$ cat src/hw/rtl/cwst_pkg.sv
// ----------------------------------------------------------------------------
// Circle window span table package
// Shared constants, command codes, controller states and the command and
// status bundles between the controller and the datapath.
// ----------------------------------------------------------------------------
`timescale 1ns / 1ps
`default_nettype none

package cwst_pkg;

   // Default screen size.
   localparam int SCREEN_W_DEF = 240;
   localparam int SCREEN_H_DEF = 160;

   // Channel widths.
   localparam int REQ_TDATA_W = 40;
   localparam int RSP_TDATA_W = 16;
   localparam int EDGE_W      = 8;
   localparam int SPAN_W      = 2 * EDGE_W;

   // Request kinds carried on tuser.
   localparam logic CMD_DRAW = 1'b0;
   localparam logic CMD_READ = 1'b1;

   // Span write selectors: which of the four octant rows is written.
   localparam logic [1:0] SEL_UP_A   = 2'd0;
   localparam logic [1:0] SEL_DOWN_A = 2'd1;
   localparam logic [1:0] SEL_UP_B   = 2'd2;
   localparam logic [1:0] SEL_DOWN_B = 2'd3;

   typedef enum logic [3:0] {
      ST_INIT_CLEAR,
      ST_IDLE,
      ST_READ,
      ST_DRAW_CLEAR,
      ST_SPAN_0,
      ST_SPAN_1,
      ST_SPAN_2,
      ST_SPAN_3,
      ST_COPY_RD,
      ST_COPY_WR
   } state_type;

   // Commands from the controller to the datapath.
   typedef struct packed {
      logic       draw_start;
      logic       read_start;
      logic       clr_wr;
      logic       span_wr;
      logic [1:0] span_sel;
      logic       advance;
      logic       copy_rd;
      logic       copy_wr;
      logic       rsp_load;
   } cmd_type;

   // Status from the datapath to the controller.
   typedef struct packed {
      logic clr_last;
      logic loop_done;
      logic d_nonneg;
      logic out_blocked;
   } status_type;

   // Clamp an edge to 0..lim-1.
   function automatic logic [EDGE_W-1:0] edge_clamp(input logic signed [11:0] v,
                                                    input logic signed [11:0] lim);
      logic signed [11:0] top;
      top = lim - 12'sd1;
      if (v < 12'sd0) begin
         return '0;
      end else if (v >= lim) begin
         return top[EDGE_W-1:0];
      end else begin
         return v[EDGE_W-1:0];
      end
   endfunction

endpackage

`default_nettype wire

$ cat src/hw/rtl/circle_window_span_table.sv
// ----------------------------------------------------------------------------
// Circle window span table
// Per-scanline window spans of a filled circle drawn by the midpoint method,
// stored in a table of SCREEN_H+1 entries and read back one line at a time.
// ----------------------------------------------------------------------------
//
//   Channel   Direction  Payload
//   req_*     in         tuser: command; tdata: center_x, center_y, radius, line
//   rsp_*     out        tdata: right_edge, left_edge (one per read)
//
// A read issues the memory read, then loads the result register from the
// read data. A draw clears every entry, then walks the octant steps,
// writing the two near rows on each step and the two far rows on steps
// that move them, ends on one closing check, then copies entry zero into
// the wrap entry; the single write port sets the pace.
// After reset a clearing pass over all SCREEN_H+1 entries runs before the first
// transaction is taken. A stalled result holds every transaction at the
// input until the result is taken.
`timescale 1ns / 1ps
`default_nettype none

module circle_window_span_table #(
   parameter int SCREEN_W = cwst_pkg::SCREEN_W_DEF,
   parameter int SCREEN_H = cwst_pkg::SCREEN_H_DEF
) (
   input  wire logic                              clock,
   input  wire logic                              reset,
   input  wire logic                              req_tvalid,
   output logic                                   req_tready,
   // [9:0] center_x, [19:10] center_y, [27:20] radius, [35:28] line, [39:36] zero
   input  wire logic [cwst_pkg::REQ_TDATA_W-1:0]  req_tdata,
   // [0] command
   input  wire logic                              req_tuser,
   output logic                                   rsp_tvalid,
   input  wire logic                              rsp_tready,
   // [7:0] right_edge, [15:8] left_edge
   output logic      [cwst_pkg::RSP_TDATA_W-1:0]  rsp_tdata
);

   cwst_pkg::cmd_type    cmd;
   cwst_pkg::status_type status;

   cwst_ctrl u_ctrl (
      .clock       (clock),
      .reset       (reset),
      .req_tvalid  (req_tvalid),
      .req_command (req_tuser),
      .req_tready  (req_tready),
      .status      (status),
      .cmd         (cmd)
   );

   cwst_dp #(
      .SCREEN_W (SCREEN_W),
      .SCREEN_H (SCREEN_H)
   ) u_dp (
      .clock      (clock),
      .reset      (reset),
      .cmd        (cmd),
      .status     (status),
      .req_tdata  (req_tdata),
      .rsp_tready (rsp_tready),
      .rsp_tvalid (rsp_tvalid),
      .rsp_tdata  (rsp_tdata)
   );

endmodule

`default_nettype wire

$ cat src/hw/rtl/cwst_ram.sv
// ----------------------------------------------------------------------------
// Generic simple dual-port RAM
// One write port and one read port with registered read data.
// ----------------------------------------------------------------------------
`timescale 1ns / 1ps
`default_nettype none

module cwst_ram #(
   parameter int DATA_W = 16,
   parameter int DEPTH  = 161,
   localparam int ADDR_W = (DEPTH > 1) ? $clog2(DEPTH) : 1
) (
   input  wire logic              clock,
   input  wire logic              wr_en,
   input  wire logic [ADDR_W-1:0] wr_addr,
   input  wire logic [DATA_W-1:0] wr_data,
   input  wire logic              rd_en,
   input  wire logic [ADDR_W-1:0] rd_addr,
   output logic      [DATA_W-1:0] rd_data
);

   logic [DATA_W-1:0] mem_ff [DEPTH];
   logic [DATA_W-1:0] rd_data_ff;

   // Write port.
   always_ff @(posedge clock) begin
      if (wr_en) begin
         mem_ff[wr_addr] <= wr_data;
      end
   end

   // Registered read port.
   always_ff @(posedge clock) begin
      if (rd_en) begin
         rd_data_ff <= mem_ff[rd_addr];
      end
   end

   assign rd_data = rd_data_ff;

endmodule

`default_nettype wire

$ cat src/hw/rtl/cwst_ctrl.sv
// ----------------------------------------------------------------------------
// Circle window span table controller
// Sequences the table clear, the octant walk, the wrap copy and reads.
// ----------------------------------------------------------------------------
`timescale 1ns / 1ps
`default_nettype none

module cwst_ctrl (
   input  wire logic                   clock,
   input  wire logic                   reset,
   input  wire logic                   req_tvalid,
   input  wire logic                   req_command,
   output logic                        req_tready,
   input  wire cwst_pkg::status_type   status,
   output cwst_pkg::cmd_type           cmd
);

   cwst_pkg::state_type state_ff;
   cwst_pkg::state_type state_in;

   // State register; reset starts the clearing pass.
   always_ff @(posedge clock) begin
      if (reset) begin
         state_ff <= cwst_pkg::ST_INIT_CLEAR;
      end else begin
         state_ff <= state_in;
      end
   end

   // Next state and commands.
   always_comb begin
      state_in   = state_ff;
      cmd        = '0;
      req_tready = 1'b0;
      unique case (state_ff)
         cwst_pkg::ST_INIT_CLEAR: begin
            cmd.clr_wr = 1'b1;
            if (status.clr_last) begin
               state_in = cwst_pkg::ST_IDLE;
            end
         end
         cwst_pkg::ST_IDLE: begin
            req_tready = !status.out_blocked;
            if (req_tvalid && !status.out_blocked) begin
               if (req_command == cwst_pkg::CMD_DRAW) begin
                  cmd.draw_start = 1'b1;
                  state_in       = cwst_pkg::ST_DRAW_CLEAR;
               end else begin
                  cmd.read_start = 1'b1;
                  state_in       = cwst_pkg::ST_READ;
               end
            end
         end
         cwst_pkg::ST_READ: begin
            cmd.rsp_load = 1'b1;
            state_in     = cwst_pkg::ST_IDLE;
         end
         cwst_pkg::ST_DRAW_CLEAR: begin
            cmd.clr_wr = 1'b1;
            if (status.clr_last) begin
               state_in = cwst_pkg::ST_SPAN_0;
            end
         end
         cwst_pkg::ST_SPAN_0: begin
            if (status.loop_done) begin
               state_in = cwst_pkg::ST_COPY_RD;
            end else begin
               cmd.span_wr  = 1'b1;
               cmd.span_sel = cwst_pkg::SEL_UP_A;
               state_in     = cwst_pkg::ST_SPAN_1;
            end
         end
         cwst_pkg::ST_SPAN_1: begin
            cmd.span_wr  = 1'b1;
            cmd.span_sel = cwst_pkg::SEL_DOWN_A;
            if (status.d_nonneg) begin
               state_in = cwst_pkg::ST_SPAN_2;
            end else begin
               cmd.advance = 1'b1;
               state_in    = cwst_pkg::ST_SPAN_0;
            end
         end
         cwst_pkg::ST_SPAN_2: begin
            cmd.span_wr  = 1'b1;
            cmd.span_sel = cwst_pkg::SEL_UP_B;
            state_in     = cwst_pkg::ST_SPAN_3;
         end
         cwst_pkg::ST_SPAN_3: begin
            cmd.span_wr  = 1'b1;
            cmd.span_sel = cwst_pkg::SEL_DOWN_B;
            cmd.advance  = 1'b1;
            state_in     = cwst_pkg::ST_SPAN_0;
         end
         cwst_pkg::ST_COPY_RD: begin
            cmd.copy_rd = 1'b1;
            state_in    = cwst_pkg::ST_COPY_WR;
         end
         cwst_pkg::ST_COPY_WR: begin
            cmd.copy_wr = 1'b1;
            state_in    = cwst_pkg::ST_IDLE;
         end
         default: begin
            state_in = cwst_pkg::ST_IDLE;
         end
      endcase
   end

endmodule

`default_nettype wire

$ cat src/hw/rtl/cwst_dp.sv
// ----------------------------------------------------------------------------
// Circle window span table datapath
// Midpoint circle registers, span arithmetic, the span memory and the
// result register.
// ----------------------------------------------------------------------------
`timescale 1ns / 1ps
`default_nettype none

module cwst_dp #(
   parameter int SCREEN_W = cwst_pkg::SCREEN_W_DEF,
   parameter int SCREEN_H = cwst_pkg::SCREEN_H_DEF
) (
   input  wire logic                               clock,
   input  wire logic                               reset,
   input  wire cwst_pkg::cmd_type                  cmd,
   output cwst_pkg::status_type                    status,
   input  wire logic [cwst_pkg::REQ_TDATA_W-1:0]   req_tdata,
   input  wire logic                               rsp_tready,
   output logic                                    rsp_tvalid,
   output logic      [cwst_pkg::RSP_TDATA_W-1:0]   rsp_tdata
);

   localparam int DEPTH = SCREEN_H + 1;
   localparam int IDX_W = $clog2(DEPTH);
   localparam logic [IDX_W-1:0]  LAST_IDX   = IDX_W'(SCREEN_H);
   localparam logic signed [11:0] ROW_LIMIT  = 12'(SCREEN_H);
   localparam logic signed [11:0] EDGE_LIMIT = 12'(SCREEN_W);
   localparam logic [8:0]         LINE_LIMIT = 9'(SCREEN_H);

   // Request fields.
   logic signed [9:0] req_cx;
   logic signed [9:0] req_cy;
   logic [7:0]        req_radius;
   logic [7:0]        req_line;

   assign req_cx     = req_tdata[9:0];
   assign req_cy     = req_tdata[19:10];
   assign req_radius = req_tdata[27:20];
   assign req_line   = req_tdata[35:28];

   // Walk registers.
   logic signed [9:0]  cx_ff;
   logic signed [9:0]  cy_ff;
   logic signed [9:0]  a_ff;
   logic signed [9:0]  b_ff;
   logic signed [11:0] d_ff;
   logic [IDX_W-1:0]   clr_cnt_ff;
   logic               rd_zero_ff;
   logic               rsp_valid_ff;
   logic [cwst_pkg::SPAN_W-1:0] rsp_data_ff;

   logic signed [9:0]  a_in;
   logic signed [9:0]  b_in;
   logic signed [11:0] d_in;
   logic signed [11:0] b_twice;
   logic signed [11:0] a_twice;
   logic               d_nonneg;

   // Span arithmetic.
   logic signed [11:0] row;
   logic signed [11:0] offset;
   logic signed [11:0] half;
   logic signed [11:0] cx_ext;
   logic               row_ok;
   logic [cwst_pkg::EDGE_W-1:0] right_edge;
   logic [cwst_pkg::EDGE_W-1:0] left_edge;

   // Memory ports.
   logic                         wr_en;
   logic [IDX_W-1:0]             wr_addr;
   logic [cwst_pkg::SPAN_W-1:0]  wr_data;
   logic                         rd_en;
   logic [IDX_W-1:0]             rd_addr;
   logic [cwst_pkg::SPAN_W-1:0]  rd_data;
   logic [8:0]                   line_ext;
   logic                         line_ok;

   assign d_nonneg = (d_ff >= 12'sd0);

   // Midpoint step: b drops when d is not negative, then d moves on.
   always_comb begin
      a_in    = a_ff + 10'sd1;
      b_in    = d_nonneg ? (b_ff - 10'sd1) : b_ff;
      b_twice = d_nonneg ? {b_in[9], b_in, 1'b0} : 12'sd0;
      a_twice = {a_ff[9], a_ff, 1'b0};
      d_in    = d_ff - b_twice + a_twice + 12'sd3;
   end

   always_ff @(posedge clock) begin
      if (cmd.draw_start) begin
         cx_ff <= req_cx;
         cy_ff <= req_cy;
         a_ff  <= '0;
         b_ff  <= $signed({2'b00, req_radius});
         d_ff  <= 12'sd1 - $signed({4'b0000, req_radius});
      end else if (cmd.advance) begin
         a_ff <= a_in;
         b_ff <= b_in;
         d_ff <= d_in;
      end
   end

   // Row and half width of the current octant write.
   always_comb begin
      cx_ext = {{2{cx_ff[9]}}, cx_ff};
      offset = cmd.span_sel[1] ? {{2{b_ff[9]}}, b_ff} : {{2{a_ff[9]}}, a_ff};
      half   = cmd.span_sel[1] ? {{2{a_ff[9]}}, a_ff} : {{2{b_ff[9]}}, b_ff};
      row    = cmd.span_sel[0] ? ({{2{cy_ff[9]}}, cy_ff} + offset)
                               : ({{2{cy_ff[9]}}, cy_ff} - offset);
      row_ok     = (row >= 12'sd0) && (row < ROW_LIMIT);
      right_edge = cwst_pkg::edge_clamp(cx_ext + half, EDGE_LIMIT);
      left_edge  = cwst_pkg::edge_clamp(cx_ext - half, EDGE_LIMIT);
   end

   // Clear counter sweeps every entry; reset starts it at zero.
   always_ff @(posedge clock) begin
      if (reset || cmd.draw_start) begin
         clr_cnt_ff <= '0;
      end else if (cmd.clr_wr) begin
         clr_cnt_ff <= (clr_cnt_ff == LAST_IDX) ? '0 : clr_cnt_ff + 1'b1;
      end
   end

   // Write port: clear, span or wrap copy.
   always_comb begin
      wr_en   = cmd.clr_wr || (cmd.span_wr && row_ok) || cmd.copy_wr;
      wr_addr = LAST_IDX;
      wr_data = rd_data;
      if (cmd.clr_wr) begin
         wr_addr = clr_cnt_ff;
         wr_data = '0;
      end else if (cmd.span_wr) begin
         wr_addr = row[IDX_W-1:0];
         wr_data = {left_edge, right_edge};
      end
   end

   // Read port: entry zero for the copy or an out-of-range line, else the requested line.
   always_comb begin
      line_ext = {1'b0, req_line};
      line_ok  = (line_ext <= LINE_LIMIT);
      rd_en    = cmd.read_start || cmd.copy_rd;
      if (cmd.copy_rd || !line_ok) begin
         rd_addr = '0;
      end else begin
         rd_addr = line_ext[IDX_W-1:0];
      end
   end

   always_ff @(posedge clock) begin
      if (cmd.read_start) begin
         rd_zero_ff <= !line_ok;
      end
   end

   cwst_ram #(
      .DATA_W (cwst_pkg::SPAN_W),
      .DEPTH  (DEPTH)
   ) u_ram (
      .clock   (clock),
      .wr_en   (wr_en),
      .wr_addr (wr_addr),
      .wr_data (wr_data),
      .rd_en   (rd_en),
      .rd_addr (rd_addr),
      .rd_data (rd_data)
   );

   // Result register.
   always_ff @(posedge clock) begin
      if (reset) begin
         rsp_valid_ff <= 1'b0;
      end else if (cmd.rsp_load) begin
         rsp_valid_ff <= 1'b1;
      end else if (rsp_tready) begin
         rsp_valid_ff <= 1'b0;
      end
   end

   always_ff @(posedge clock) begin
      if (cmd.rsp_load) begin
         rsp_data_ff <= rd_zero_ff ? '0 : rd_data;
      end
   end

   assign rsp_tvalid = rsp_valid_ff;
   assign rsp_tdata  = rsp_data_ff;

   // Status back to the controller.
   always_comb begin
      status.clr_last    = (clr_cnt_ff == LAST_IDX);
      status.loop_done   = (b_ff < a_ff);
      status.d_nonneg    = d_nonneg;
      status.out_blocked = rsp_valid_ff && !rsp_tready;
   end

`ifndef SYNTHESIS
   // A result is never loaded over one that is still waiting.
   assert property (@(posedge clock) disable iff (reset)
      cmd.rsp_load |-> !rsp_valid_ff)
      else $error("result register overwritten");

   // Only one write source is active at a time.
   assert property (@(posedge clock) disable iff (reset)
      $onehot0({cmd.clr_wr, cmd.span_wr, cmd.copy_wr}))
      else $error("conflicting memory writes");

   // Span writes happen only inside the walk.
   assert property (@(posedge clock) disable iff (reset)
      cmd.span_wr |-> (b_ff >= a_ff))
      else $error("span write after walk end");

   // Stored spans are ordered and on screen.
   assert property (@(posedge clock) disable iff (reset)
      (cmd.span_wr && row_ok) |->
         (left_edge <= right_edge) && ({1'b0, right_edge} < 9'(SCREEN_W)))
      else $error("span edges out of order or off screen");
`endif

endmodule

`default_nettype wire

$ cat config.mk
export PLATFORM = sky130hd
export DESIGN_NAME = circle_window_span_table
export DESIGN_NICKNAME = d
export VERILOG_FILES = /design/src/hw/rtl/cwst_pkg.sv /design/src/hw/rtl/circle_window_span_table.sv /design/src/hw/rtl/cwst_ram.sv /design/src/hw/rtl/cwst_ctrl.sv /design/src/hw/rtl/cwst_dp.sv
export SDC_FILE = /design/constraint.sdc
export NUM_CORES = 2
export LEC_CHECK = 0
export ABC_AREA = 1
export BUFFER_PORTS_ARGS = -buffer_cell sky130_fd_sc_hd__buf_2
export CAP_MARGIN = 20
export CORE_MARGIN = 4
export CORE_UTILIZATION = 25
export CTS_CLUSTER_SIZE = 12
export DETAILED_ROUTE_END_ITERATION = 10
export GPL_TIMING_DRIVEN = 1
export PLACE_DENSITY = 0.42
export SLEW_MARGIN = 20
export SYNTH_ARGS = -nofsm -noshare
export SYNTH_HDL_FRONTEND = slang
export SYNTH_SLANG_ARGS = --single-unit
$ cat constraint.sdc
create_clock -name clock -period 7.8 [get_ports clock]
set_clock_uncertainty 0.05 [all_clocks]
set_input_delay 1.56 -clock clock [delete_from_list [all_inputs] [get_ports clock]]
set_output_delay 1.56 -clock clock [all_outputs]
set_load 0.05 [all_outputs]
# Yosys cells after proc, flatten, opt, wreduce, memory -nomap -nowiden
# Memories as Yosys holds them, arrays and structs flattened. A register that Yosys moved wholly into a read port is not among the register bits.
# Cells that the tools add are included.
[totals]
ram_bits = 2576
reg_bits = 82
out_inout_bits = 18
word_cells = 105
n_memories = 1
[memory_table]
columns = ["memory", "words", "word_bits", "read_ports", "rd_clocked_by_memory_dff", "wr", "line", "text"]
rows = [
  ["u_dp.u_ram.mem_ff", 161, 16, 1, 1, 1, "cwst_ram.sv:22", "logic [DATA_W-1:0] mem_ff [DEPTH];"],
]
[op_classes]
eq_ne = 13
reduce_logical = 17
magnitude_cmp = 9
addsub = 11
n_mux = 43
[op_table]
columns = ["cell", "count"]
rows = [
  ["two-way mux 8 bit", 10],
  ["two-way mux 12 bit", 6],
  ["two-way mux 16 bit", 2],
  ["one-hot mux 4 bit (8 select lines)", 1],
  [">= comparator 12 x 1 -> 1 bit (second input constant)", 2],
  [">= comparator 12 x 9 -> 1 bit (second input constant)", 2],
  ["less-than comparator 12 x 1 -> 1 bit (second input constant)", 2],
  ["subtractor 12 bit", 2],
  ["== test 4 x 3 -> 1 bit (second input constant)", 4],
  ["two-way mux 4 bit", 4],
  ["two-way mux 1 bit", 13],
  ["adder 10 x 12 -> 12 bit", 1],
  ["adder 12 x 11 -> 12 bit", 1],
  ["adder 12 bit", 1],
  ["adder 12 x 3 -> 12 bit (second input constant)", 1],
  ["less-than comparator 12 x 9 -> 1 bit (second input constant)", 1],
  ["one-hot mux 3 bit (4 select lines)", 1],
  ["subtractor 10 x 12 -> 12 bit", 1],
  ["adder 10 x 2 -> 10 bit (second input constant)", 1],
  ["less-than comparator 10 bit", 1],
  ["two-way mux 10 bit", 1],
  ["subtractor 10 x 2 -> 10 bit (second input constant)", 1],
  ["subtractor 1 x 8 -> 9 bit (first input constant)", 1],
  ["adder 8 x 1 -> 8 bit (second input constant)", 1],
  ["other kinds (17)", 32],
]

# Depth between registers and ports, before layout
[logic_depth]
ltp_word = 13
ltp_mapped = 31

# By module
# Synthesis repeated with hierarchy kept, for this count alone.
[hier_totals]
hier_cells = 9528
hier_area_um2 = 111599.5
[modules_own_cells]
columns = ["module", "instances", "area_per_inst_um2", "cells_each"]
rows = [
  ["cwst_ram", 1, 104335.1, 8501],
  ["cwst_dp", 1, 6895.4, 959],
  ["cwst_ctrl", 1, 369.1, 68],
]

# Worst setup path after synthesis
# No wires, ideal clock.
[synth_timing]
path_kind = "register to register"
startpoint = "register u_ctrl.state_ff[3]"
endpoint = "memory u_dp.u_ram.mem_ff[0][5], data pin"
t_arrival_ns = 7.280
path_slack_ns = -0.596
path_stages_with_launch = 22
path_buffers = 2
path_cell_list = "dfxtp_1 -> nor2_4 -> nand2_2 -> buf_2 -> buf_1 -> nand2_1 -> o21ai_0 -> ha_1 -> inv_1 -> fa_1 -> o21ai_0 -> a21oi_1 -> nor2_1 -> nor2_1 -> xor2_1 -> nor2_1 -> nand2_1 -> nand2_1 -> nand2_1 -> nand2_1 -> nand2_1 -> a21oi_1"
[synth_between]
elab_chain_cells = 9
elab_cells_between_ends = 17
[synth_rtl]
columns = ["item", "line", "text"]
rows = [
  ["start, declared", "cwst_ctrl.sv:18", "cwst_pkg::state_type state_ff;"],
  ["start signal, assigned", "cwst_ctrl.sv:24", "state_ff <= cwst_pkg::ST_INIT_CLEAR;"],
  ["start signal, assigned", "cwst_ctrl.sv:26", "state_ff <= state_in;"],
  ["== test 4 x 3 -> 1 bit", "cwst_ctrl.sv:35", "unique case (state_ff)"],
  ["one-hot mux 3 bit (4 select lines)", "cwst_ctrl.sv:35", ""],
  ["two-way mux 12 bit", "cwst_dp.sv:107", "half = cmd.span_sel[1] ? {{2{a_ff[9]}}, a_ff} : {{2{b_ff[9]}}, b_ff};"],
  ["adder 10 x 12 -> 12 bit", "cwst_dp.sv:111", "right_edge = cwst_pkg::edge_clamp(cx_ext + half, EDGE_LIMIT);"],
  [">= comparator 12 x 9 -> 1 bit", "cwst_pkg.sv:72", "end else if (v >= lim) begin"],
  ["two-way mux 8 bit", "cwst_pkg.sv:72", ""],
  ["two-way mux 8 bit", "cwst_pkg.sv:70", "if (v < 12'sd0) begin"],
  ["two-way mux 16 bit", "cwst_dp.sv:132", "end else if (cmd.span_wr) begin"],
  ["two-way mux 16 bit *", "cwst_dp.sv:129", "if (cmd.clr_wr) begin"],
  ["net u_dp.u_ram.wr_data[5]", "cwst_ram.sv:16", "input wire logic [DATA_W-1:0] wr_data,"],
  ["end, declared", "cwst_ram.sv:22", ""],
]
# Mark *: on every way through the listed nets, which the timed path passes. The rest lies on a longest branch.

# Worst setup path in the final report
[layout_timing]
startpoint = "register u_ctrl.state_ff[2]"
endpoint = "memory u_dp.u_ram.mem_ff[42][4], enable pin"
[layout_between]
elab_chain_cells = 12
elab_cells_between_ends = 25
[layout_rtl]
columns = ["item", "line", "text"]
rows = [
  ["== test 4 x 3 -> 1 bit", "cwst_ctrl.sv:35", ""],
  ["one-hot mux 3 bit (4 select lines)", "cwst_ctrl.sv:35", ""],
  ["two-way mux 12 bit", "cwst_dp.sv:106", "offset = cmd.span_sel[1] ? {{2{b_ff[9]}}, b_ff} : {{2{a_ff[9]}}, a_ff};"],
  ["subtractor 12 bit / adder 12 bit (equally long branches)", "cwst_dp.sv:109, cwst_dp.sv:108", ""],
  ["two-way mux 12 bit", "cwst_dp.sv:108", "row = cmd.span_sel[0] ? ({{2{cy_ff[9]}}, cy_ff} + offset)"],
  [">= comparator 12 x 1 -> 1 bit / less-than comparator 12 x 9 -> 1 bit (equally long branches)", "cwst_dp.sv:110", "row_ok = (row >= 12'sd0) && (row < ROW_LIMIT);"],
  ["logical AND 1 bit", "cwst_dp.sv:110", ""],
  ["logical AND 1 bit", "cwst_dp.sv:126", "wr_en = cmd.clr_wr || (cmd.span_wr && row_ok) || cmd.copy_wr;"],
  ["logical OR 1 bit (2 in a row)", "cwst_dp.sv:126", ""],
  ["two-way mux 1 bit", "cwst_ram.sv:27", "if (wr_en) begin"],
  ["two-way mux 1 bit (implied by the code)", "cwst_ram.sv:28", "mem_ff[wr_addr] <= wr_data;"],
]
# Several ways; a longest one is shown, not always the timed one.

==> results summary <==
The slowest cell on the critical path is sky130_fd_sc_hd__nor2_2. The latest clock arrival within the worst-skew pair is 0.92 ns. The critical path ends at u_dp.u_ram.mem_ff[42][4]$_DFFE_PP_. The floorplan die width came out at 702 um.

Summing all non-filler instances in the final layout gives an area of 139000 sq um. The number of standard cells in the layout, taps in and fillers out is 18000. The data arrival time of the critical path came out at 7.21 ns. The number of warnings reported in the yosys synthesis log is 0. The number of endpoints with negative hold slack in the final report came out at 0. Using the TritonRoute via totals, the vias-per-cell ratio works out to 4.63. In this design, the critical path's most frequently occurring cell is sky130_fd_sc_hd__nand2_1. TritonCTS built the clock tree. The area share of the leading cell type in the synthesized netlist came out at 0.660. The maximum vdd ir drop came out at 0.000178 V. The synthesized netlist net count is 11500. The number of enable flip-flop cells after synthesis came out at 2649.

The proportion of layout cells with a drive suffix above 1 came out at 0.0833. The time the final worst path needs with I/O delays and setup is 6.66 ns. The starting density of the core is 0.251. The count of buffers added on input and output ports is 58.

The register bit count reported by yosys came out at 2674. The reg-to-reg setup timing slack is 1.14 ns. The largest total area in the synthesized netlist belongs to sky130_fd_sc_hd__edfxtp_1.

The total number of clock tree sinks came out at 2674. Among cell families on the critical path, the largest total delay comes from simple AND/OR/NAND/NOR gates. The run finished with clean final reports. The switching share of total power came out at 0.243.

Together, buffers and inverters on the worst path number 5. The die is 702 um tall. The buffers inserted during post-CTS setup optimization came out at 0. The total global-route track usage came out at 0.161.

Summing every instance area after synthesis gives 120000 sq um. The number of placed instances with taps included came out at 17400. The top-level I/O count is 63. The wire length of the first global-routing pass is 587 mm. The overall die area is 493000 sq um. The sequential fraction of design power is 0.489. Cell internal power was estimated by the tool at 24200 uW. For this run, the post-layout net count is 11500.

The relative slew slack came out at 0.175. By startpoint and endpoint, the worst setup path is classified as reg -> reg. The total vias in the final route is 83200.

The area added between synthesis and finish is 15.4%. The transition time of the tightest slew-check pin is 1.24 ns. The via count of the first global-routing pass is 78100. The setup slack after placement is 1.21 ns.

The number of logic stages on the critical path including buffering is 25. In this run the worst setup path begins at u_ctrl.state_ff[2]$_SDFFE_PP0P_. The clock-pin transition on the worst setup and hold timing paths is 0.06 ns. The H-tree was split into 5 levels. The worst-case setup margin in the final layout is 1.14 ns.

Leaving out fill and tap cells, the most frequent cell in the layout is sky130_fd_sc_hd__edfxtp_1. The leading register cell type out of synthesis is sky130_fd_sc_hd__edfxtp_1. The launch instance of the worst register-to-register path is u_ctrl.state_ff[2]$_SDFFE_PP0P_. The worst register-to-register path ends at u_dp.u_ram.mem_ff[42][4]$_DFFE_PP_. STA classifies the critical path startpoint as a flop. The final routed DRC violation total is 0. The proportion of synthesized chip area in sequential cells came out at 0.665. The data required time of the worst path is 8.35 ns.

In the layout the commonest cells are sky130_fd_sc_hd__edfxtp_1 (2649), sky130_fd_sc_hd__nand3_1 (2055), sky130_fd_sc_hd__nand2_1 (2016), sky130_fd_sc_hd__inv_1 (1820), sky130_fd_sc_hd__nand4_1 (872). The final layout contains routed wiring with a total length of 410 mm. The fraction of registers with async set or reset after synthesis is 0. The worst-path maximum fanout is 40. The analysis attributes to net switching a power of 7740 uW.

The number of antenna violations at the first check in global routing is 31. The number of cells traversed by the worst register-to-register path came out at 25. The fraction of the cycle the final worst path needs is 0.853. The portion of total power attributed to combinational logic came out at 0.074. The total setup violations reported at the end of the flow came out at 0. In this run the deepest clock path goes through 4 buffers. The placement row count is 254.

The average cell area after synthesis came out at 10.6 sq um. The area of the core came out at 479000 sq um. The root buffer cell chosen for the clock tree is sky130_fd_sc_hd__clkbuf_16. Global routing finished with a remaining overflow of 0. The TritonCTS buffer count is 311. The power density relative to cell area came out at 229 nW/um^2. The number of unique standard cell types used by synthesis is 43. The share of total power in the clock network is 0.437. The fill cell total of the finished layout came out at 49700. The synthesized instance count came out at 11400. The sum of net half-perimeters after detailed placement came out at 232 mm. The number of gates given a new drive strength after cts came out at 0. The detail-routed net length per standard cell is 22.8 um.

Setup repair after global routing left no endpoint under its margin. The static leakage is 0.0543 uW. The count of hold-fix buffers inserted at cts came out at 0. The placer's final routability congestion estimate came out at 0.813. The pin count of the biggest net entering global routing is 162. On the worst path, the slowest cell contributes a delay of 0.86 ns.

The max-capacitance violation count is 0. The standard cell area after detailed placement is 130000 sq um. The endpoint type of the worst setup path is a flop. Ranked by total cell area, the synthesized netlist is headed by sky130_fd_sc_hd__edfxtp_1 (66%), sky130_fd_sc_hd__nand3_1 (8.6%), sky130_fd_sc_hd__nand2_1 (6.3%), sky130_fd_sc_hd__inv_1 (5.7%), sky130_fd_sc_hd__nand4_1 (4.5%). The number of slew-limit violations in the final report is 0.

In this run, the number of DRC markers left after iteration 0 of detailed routing was 7446. The final hold slack came out at 0.438 ns. Timing would allow up to 0.150 GHz. The class of the tightest hold or removal check is reg -> reg. The pre-antenna-repair detailed-routing pass consisted of 6 iterations. The remaining antenna violation count after routing is 0.
-- flip-flops by register name, summed over array words and instances, names as in the netlist --
register,flops
u_dp.rd_zero_ff,1
u_dp.u_ram.rd_data,16
u_dp.cy_ff,10
u_ctrl.state_ff,4
u_dp.cx_ff,10
u_dp.rsp_tvalid,1
u_dp.a_ff,10
u_dp.b_ff,10
u_dp.rsp_tdata,16
u_dp.u_ram.mem_ff,2576
u_dp.clr_cnt_ff,8
u_dp.d_ff,12
-- power by group through the flow --
stage / clock, uW / sequential, uW / combinational, uW
4_1_cts: 14300 / 15600 / 2370
5_1_grt: 14900 / 15600 / 2550
2_1_floorplan: 0 / 15900 / 1370
3_3_place_gp: 0 / 15900 / 2370
3_5_place_dp: 0 / 15900 / 2370
6_report: 13900 / 15600 / 2350
-- logic make-up (layout without fill, tap and decap cells) --
group	count (synthesis)	in the layout	share of synthesized area
simple gates	5505	5505	0.213
flops	2674	2674	0.665
buf+inv	2630	2791	0.0847
compound gates	460	460	0.0251
fa+ha+maj	83	83	0.00949
xor+xnor	45	45	0.00327
other cells	0	7	0
-- how the worst min path moves through the flow --
stage	slack, ns	depth (start not counted)	to	from
final	0.44	2	u_dp.a_ff[7]$_SDFFE_PP0P_	u_dp.a_ff[6]$_SDFFE_PP0P_
after detailed placement	0.43	1	u_dp.a_ff[9]$_SDFFE_PP0P_	u_dp.a_ff[9]$_SDFFE_PP0P_
after global placement	0.42	1	u_dp.a_ff[9]$_SDFFE_PP0P_	u_dp.a_ff[9]$_SDFFE_PP0P_
after global routing	0.47	2	u_dp.a_ff[7]$_SDFFE_PP0P_	u_dp.a_ff[6]$_SDFFE_PP0P_
after CTS	0.44	2	u_dp.a_ff[7]$_SDFFE_PP0P_	u_dp.a_ff[6]$_SDFFE_PP0P_
after floorplan	0.40	1	u_dp.a_ff[9]$_SDFFE_PP0P_	u_dp.a_ff[9]$_SDFFE_PP0P_
-- worst register-to-register path, stage by stage (launching register included) --
cell and delay, ns:
sky130_fd_sc_hd__dfxtp_1 0.34, sky130_fd_sc_hd__inv_2 0.07, sky130_fd_sc_hd__nor2_4 0.25, sky130_fd_sc_hd__nand2_2 0.46, sky130_fd_sc_hd__nand2_1 0.21, sky130_fd_sc_hd__o21ai_2 0.09, sky130_fd_sc_hd__inv_2 0.08, sky130_fd_sc_hd__ha_1 0.13
sky130_fd_sc_hd__inv_1 0.05, sky130_fd_sc_hd__nor2_1 0.23, sky130_fd_sc_hd__nand4_1 0.16, sky130_fd_sc_hd__nand2_1 0.10, sky130_fd_sc_hd__xor2_1 0.15, sky130_fd_sc_hd__inv_1 0.06, sky130_fd_sc_hd__ha_1 0.31, sky130_fd_sc_hd__a21oi_1 0.16
sky130_fd_sc_hd__o21a_1 0.13, sky130_fd_sc_hd__nand2_1 0.09, sky130_fd_sc_hd__xor2_1 0.18, sky130_fd_sc_hd__nand3b_1 0.18, sky130_fd_sc_hd__o21ai_1 0.45, sky130_fd_sc_hd__nand2_1 0.36, sky130_fd_sc_hd__nor2_2 0.86, sky130_fd_sc_hd__nand2_1 0.12
sky130_fd_sc_hd__nor2_1 0.70, sky130_fd_sc_hd__buf_4 0.37
-- stage by stage --
step                      utilization  TNS [ns]  power [uW]
after CTS                       0.290         0       32300
after global routing            0.290         0       33000
final                           0.290         0       31900
after global placement          0.270         0       18300
after detailed placement        0.270         0       18300
after floorplan                     -   -181.88       17300
-- cell usage after synthesis (all sizes together), types with 3 or more instances --
| cell | number |
|---|---|
| o21a | 5 |
| xnor2 | 11 |
| o31ai | 3 |
| dfxtp | 25 |
| o31a | 3 |
| nor2 | 469 |
| or2 | 50 |
| nand4 | 872 |
| clkbuf | 517 |
| xor2 | 34 |
| nor3 | 20 |
| nand3 | 2059 |
| nand2 | 2020 |
| inv | 1833 |
| edfxtp | 2649 |
| ha | 69 |
| o221ai | 129 |
| o21ai | 159 |
| fa | 14 |
| a31oi | 5 |
| o211ai | 63 |
| a21oi | 86 |
| nor4 | 4 |
| buf | 277 |
| clkinv | 3 |
| nand3b | 7 |
-- metal layers --
metal	part of all wire	GRT usage
met1	0.45	0.225
met3	0.051	0.0197
met2	0.46	0.258
met4	0.035	0.0526
met5	0	0
-- layout make-up --
class / count / area (sq um) / area share
tap: 6400 / 8010 / 0.0576
inverter: 1836 / 6930 / 0.0498
clock inverter: 130 / 1080 / 0.00777
clock buffer: 415 / 8320 / 0.0598
sequential: 2674 / 80000 / 0.576
multi-input combinational: 6093 / 30800 / 0.221
timing repair buffer: 410 / 3910 / 0.0281
antenna: 7 / 17.5 / 0.000126
No activity file was read; power rests on OpenSTA's default activity.
